===== src/hdl/cau_pkg.sv =====
// shared widths, operation codes and item types of the complex arithmetic unit
`timescale 1ns / 1ps
`default_nettype none
package cau_pkg;

  // operand format
  localparam int DATA_WIDTH = 32;
  localparam int FRAC_BITS  = 16;

  // exact product and sum magnitudes
  localparam int PROD_W = 2 * DATA_WIDTH;

  // quotient bits kept by the divider, one above the result range for overflow
  localparam int QUO_W = DATA_WIDTH + 1;

  // low numerator bits fed into the partial remainder by the divider stages, above them the seed
  localparam int DIV_PRE = QUO_W - FRAC_BITS;

  // front to back queue (power of two)
  localparam int QDEPTH = 2;
  localparam int QPTR_W = $clog2(QDEPTH);

  // operation codes
  typedef enum logic [1:0] {
    OP_ADD = 2'd0,
    OP_SUB = 2'd1,
    OP_MUL = 2'd2,
    OP_DIV = 2'd3
  } op_t;

  // sign and magnitude value
  typedef struct packed {
    logic              neg;
    logic [PROD_W-1:0] mag;
  } smag_t;

  // classified item handed from front to back
  typedef struct packed {
    op_t               op;
    logic              dz;
    smag_t             re;
    smag_t             im;
    logic [PROD_W-1:0] den;
  } q_entry_t;

  // queue status seen by the front
  typedef struct packed {
    logic full;
    logic empty;
  } q_status_t;

endpackage
`default_nettype wire


===== src/hdl/cau_queue.sv =====
// short queue between the front and the back part
`timescale 1ns / 1ps
`default_nettype none
module cau_queue (
  input  wire                 clk,
  input  wire                 rst_n,
  input  wire                 push,
  input  cau_pkg::q_entry_t   din,
  input  wire                 pop,
  output cau_pkg::q_entry_t   dout,
  output cau_pkg::q_status_t  status
);

  cau_pkg::q_entry_t             mem_r [cau_pkg::QDEPTH];
  logic [cau_pkg::QPTR_W-1:0]    wr_ptr_r;
  logic [cau_pkg::QPTR_W-1:0]    rd_ptr_r;
  logic [cau_pkg::QPTR_W:0]      count_r;
  logic [cau_pkg::QPTR_W:0]      count_nxt;

  // status and head
  assign status.full  = (count_r == (cau_pkg::QPTR_W + 1)'(cau_pkg::QDEPTH));
  assign status.empty = (count_r == '0);
  assign dout         = mem_r[rd_ptr_r];

  // occupancy
  always_comb begin
    count_nxt = count_r;
    if (push && !pop) begin
      count_nxt = count_r + 1'b1;
    end else if (pop && !push) begin
      count_nxt = count_r - 1'b1;
    end
  end

  // pointers
  always_ff @(posedge clk) begin
    if (!rst_n) begin
      wr_ptr_r <= '0;
      rd_ptr_r <= '0;
      count_r  <= '0;
    end else begin
      if (push) begin
        wr_ptr_r <= wr_ptr_r + 1'b1;
      end
      if (pop) begin
        rd_ptr_r <= rd_ptr_r + 1'b1;
      end
      count_r <= count_nxt;
    end
  end

  // storage
  always_ff @(posedge clk) begin
    if (push) begin
      mem_r[wr_ptr_r] <= din;
    end
  end

endmodule
`default_nettype wire


===== config.mk =====
export PLATFORM = sky130hd
export DESIGN_NAME = cau_queue
export DESIGN_NICKNAME = d
export VERILOG_FILES = /design/src/hdl/cau_pkg.sv /design/src/hdl/cau_queue.sv
export SDC_FILE = /design/constraint.sdc
export NUM_CORES = 1
export LEC_CHECK = 0
export BUFFER_PORTS_ARGS = -buffer_cell sky130_fd_sc_hd__buf_2
export CORE_MARGIN = 2
export CORE_UTILIZATION = 52
export CTS_CLUSTER_SIZE = 12
export DETAILED_ROUTE_END_ITERATION = 6
export PLACE_DENSITY_LB_ADDON = 0.15
export RECOVER_POWER = 100
export SLEW_MARGIN = 5
export SYNTH_ARGS = -nofsm -noshare
export SYNTH_HDL_FRONTEND = slang
export SYNTH_SLANG_ARGS = --single-unit

===== constraint.sdc =====
create_clock -name clk -period 14.7 [get_ports clk]
set_input_delay 2.94 -clock clk [delete_from_list [all_inputs] [get_ports clk]]
set_output_delay 2.94 -clock clk [all_outputs]
set_load 0.03 [all_outputs]

==> results.sh <==
export IMPL_synth_cell_types=17
export IMPL_wire_per_inst_um=20.1
export IMPL_drc=0
export IMPL_grt_start_max_net_pins=78
export IMPL_clk_latency_ps=520
export IMPL_worst_ep_required_time_ps=14730
export IMPL_synth_seq_area_share_pct=79.7
export IMPL_die_area_um2=30200
export IMPL_grt_pass1_vias=7615
export IMPL_core_area_um2=28500
export IMPL_power_per_cell_area_nw_per_um2=145
export IMPL_hold_viol=0
export IMPL_cp_max_fo=77
export IMPL_syn_area_um2=15000
export IMPL_overflow=0
export IMPL_power_frac_seq_pct=51.6
export IMPL_cp_start_kind="primary input"
export IMPL_setup_tns_ps=0
export IMPL_die_h_um=174
export IMPL_whs_path_depth=2
export IMPL_end_kind="flip-flop"
export IMPL_numClockSinks=399
export IMPL_r2r_start="wr_ptr_r"
export IMPL_rr_endpoint="mem_r[0][119]"
export IMPL_crit_slowest_cell="clkbuf_1"
export IMPL_power_frac_clock_pct=35.8
export IMPL_worstSetupPathType="primary input to flip-flop"
export IMPL_synth_nets=837
export IMPL_clk_path_buf_depth=3
export IMPL_cts_tree="yes"
export IMPL_dr_first_iter_drc_count=521
export IMPL_rsz0062_at_grt="no"
export IMPL_port_buffers=399
export IMPL_hold_worst_slack_ps=521
export IMPL_period_share_pct=64.2
export IMPL_final_nets=1265
export IMPL_gr_usage_all_layers_pct=19.0
export IMPL_cts_resized=0
export IMPL_p_sw_mw=0.628
export IMPL_swShare_pct=24.2
export IMPL_cts_buffers=41
export IMPL_fin_crit_ps=9430
export IMPL_violations="capacitance limit, slew limit"
export IMPL_r2r_slack_ps=7620
export IMPL_synth_cells=635
export IMPL_min_path_type="flip-flop to flip-flop"
export IMPL_reg2reg_depth=3
export IMPL_grt_pass1_wl_mm=43.3
export IMPL_antenna_found_initial=10
export IMPL_htree_levels=2
export IMPL_critPathMaxStageDelay_ps=3330
export IMPL_status="finished, violations left"
export IMPL_yosysWarningCount=0
export IMPL_setup_viol=0
export IMPL_setup_ws_ps=5270
export IMPL_final_cell_mix="edfxtp_1, buf_2, clkbuf_1, mux2_1, mux2_2"
export IMPL_via_per_inst=4.97
export IMPL_cts_clk_slew_worst_paths_ps=60
export IMPL_initial_core_util_pct=52.4
export IMPL_synth_seq_cells=399
export IMPL_p_leak_nw=6.37
export IMPL_ios=400
export IMPL_dpl_cell_area_um2=17300
export IMPL_cts_setup_buffers=0
export IMPL_stdcell_count=1482
export IMPL_layout_drive_gt1_share_pct=34.6
export IMPL_drt_wl_total_mm=29.8
export IMPL_drv_cap=6
export IMPL_dp_hpwl_mm=19.7
export IMPL_ant_nets=0
export IMPL_slew_headroom_pct=-257
export IMPL_min_delay_start="count_r[1]"
export IMPL_final_max_slew_violation_count=393
export IMPL_min_to="count_r[1]"
export IMPL_design_area_um2=17900
export IMPL_hold_buffers=0
export IMPL_gp_congestion=0.760
export IMPL_fin_skew_ps=12.7
export IMPL_ir_drop_mv=0.119
export IMPL_fmax_mhz=106
export IMPL_p_total_mw=2.59
export IMPL_syn_to_final_growth_pct=19.7
export IMPL_finalCoreUtilization_pct=62.7
export IMPL_cts_root_buf="clkbuf_16"
export IMPL_syn_area_per_cell_um2=23.6
export IMPL_worstMarginPinSlew_ps=5350
export IMPL_intPower_mw=1.97
export IMPL_place_ws_ps=8720
export IMPL_power_share_combinational_pct=12.6
export IMPL_layout_commonest_cell="edfxtp_1"
export IMPL_die_w_um=174
export IMPL_via_count=7359
export IMPL_place_inst=1404
export IMPL_rows=62
export IMPL_cp_arrival_ps=9460
export IMPL_dr_pass1_iters=5
export IMPL_crit_chain="clkbuf_1, nor2b_1, clkbuf_1, clkbuf_1"
export IMPL_crit_top_cell="clkbuf_1"
## routing by layer
metal  wire length, µm  part of all wire, %  vias up  global-route usage (%)
li1                  -                    -     3400                       -
met1             11500                   39     3602                    22.4
met2             15000                   50      294                    32.6
met3              2400                  8.0       57                    6.10
met4               836                  2.8        6                    7.35
met5                34                 0.11        -                       0
## sequential cells by signal, indices dropped and copies added (netlist names), named ones only
name and cells:
count_r 2, wr_ptr_r 1, mem_r 394, rd_ptr_r 1
## cells by family (layout without fill, tap and decap cells)
group	count (synthesis)	in the layout	synth area share, %
flip-flops	399	399	79.7
multiplexers	197	197	18.1
buffers and inverters	23	476	1.43
AND/OR/NAND/NOR	9	9	0.360
AO/OA/AOI/OAI	3	3	0.134
XOR/XNOR	3	3	0.176
adder cells (fa/ha/maj)	1	1	0.0836
other	0	10	0
## power by group through the flow
stage / registers [mW] / logic [mW] / clock network [mW]
after global routing: 1.34 / 0.346 / 0.988
after floorplan: 1.36 / 0.265 / 0
after global placement: 1.36 / 0.364 / 0
after detailed placement: 1.36 / 0.368 / 0
after CTS: 1.34 / 0.369 / 0.948
final: 1.34 / 0.327 / 0.928
## critical path, delay by kind of cell
family / cells / cell delay, ps
buf+inv: 3 / 6290
simple gates: 1 / 160
## cell usage after synthesis
library cell / count / area (µm²)
nor2_1: 1 / 3.75
ha_1: 1 / 12.5
edfxtp_1: 394 / 11800
dfxtp_1: 5 / 100
a21boi_0: 1 / 7.51
buf_2: 6 / 30.0
mux2_4: 130 / 1950
mux2_2: 67 / 754
o21ai_0: 1 / 5.00
nor2b_1: 3 / 18.8
inv_1: 1 / 3.75
o21a_1: 1 / 7.51
buf_6: 16 / 180
and2_1: 4 / 25.0
xor2_1: 2 / 17.5
or3_1: 1 / 6.26
xnor2_1: 1 / 8.76
## layout make-up
class / instances / area (µm²)
fillers: 2264 / 10600
inverters: 1 / 3.75
flip-flops and latches: 399 / 11900
repair buffers: 407 / 1820
clock inverters: 9 / 42.5
clock buffers: 59 / 1150
multi-input cells: 213 / 2460
diodes: 10 / 25.0
well taps: 384 / 480
## worst max path at each step
stage                         start             to  depth (start not counted)
after floorplan                push       wr_ptr_r                          2
after global placement    flip-flop       dout[43]                          4
after detailed placement  flip-flop       dout[43]                          4
after CTS                 flip-flop       dout[43]                          4
after global routing           push   mem_r[0][51]                          4
final                          push  mem_r[0][119]                          4
No activity file was read; power rests on OpenSTA's default activity.
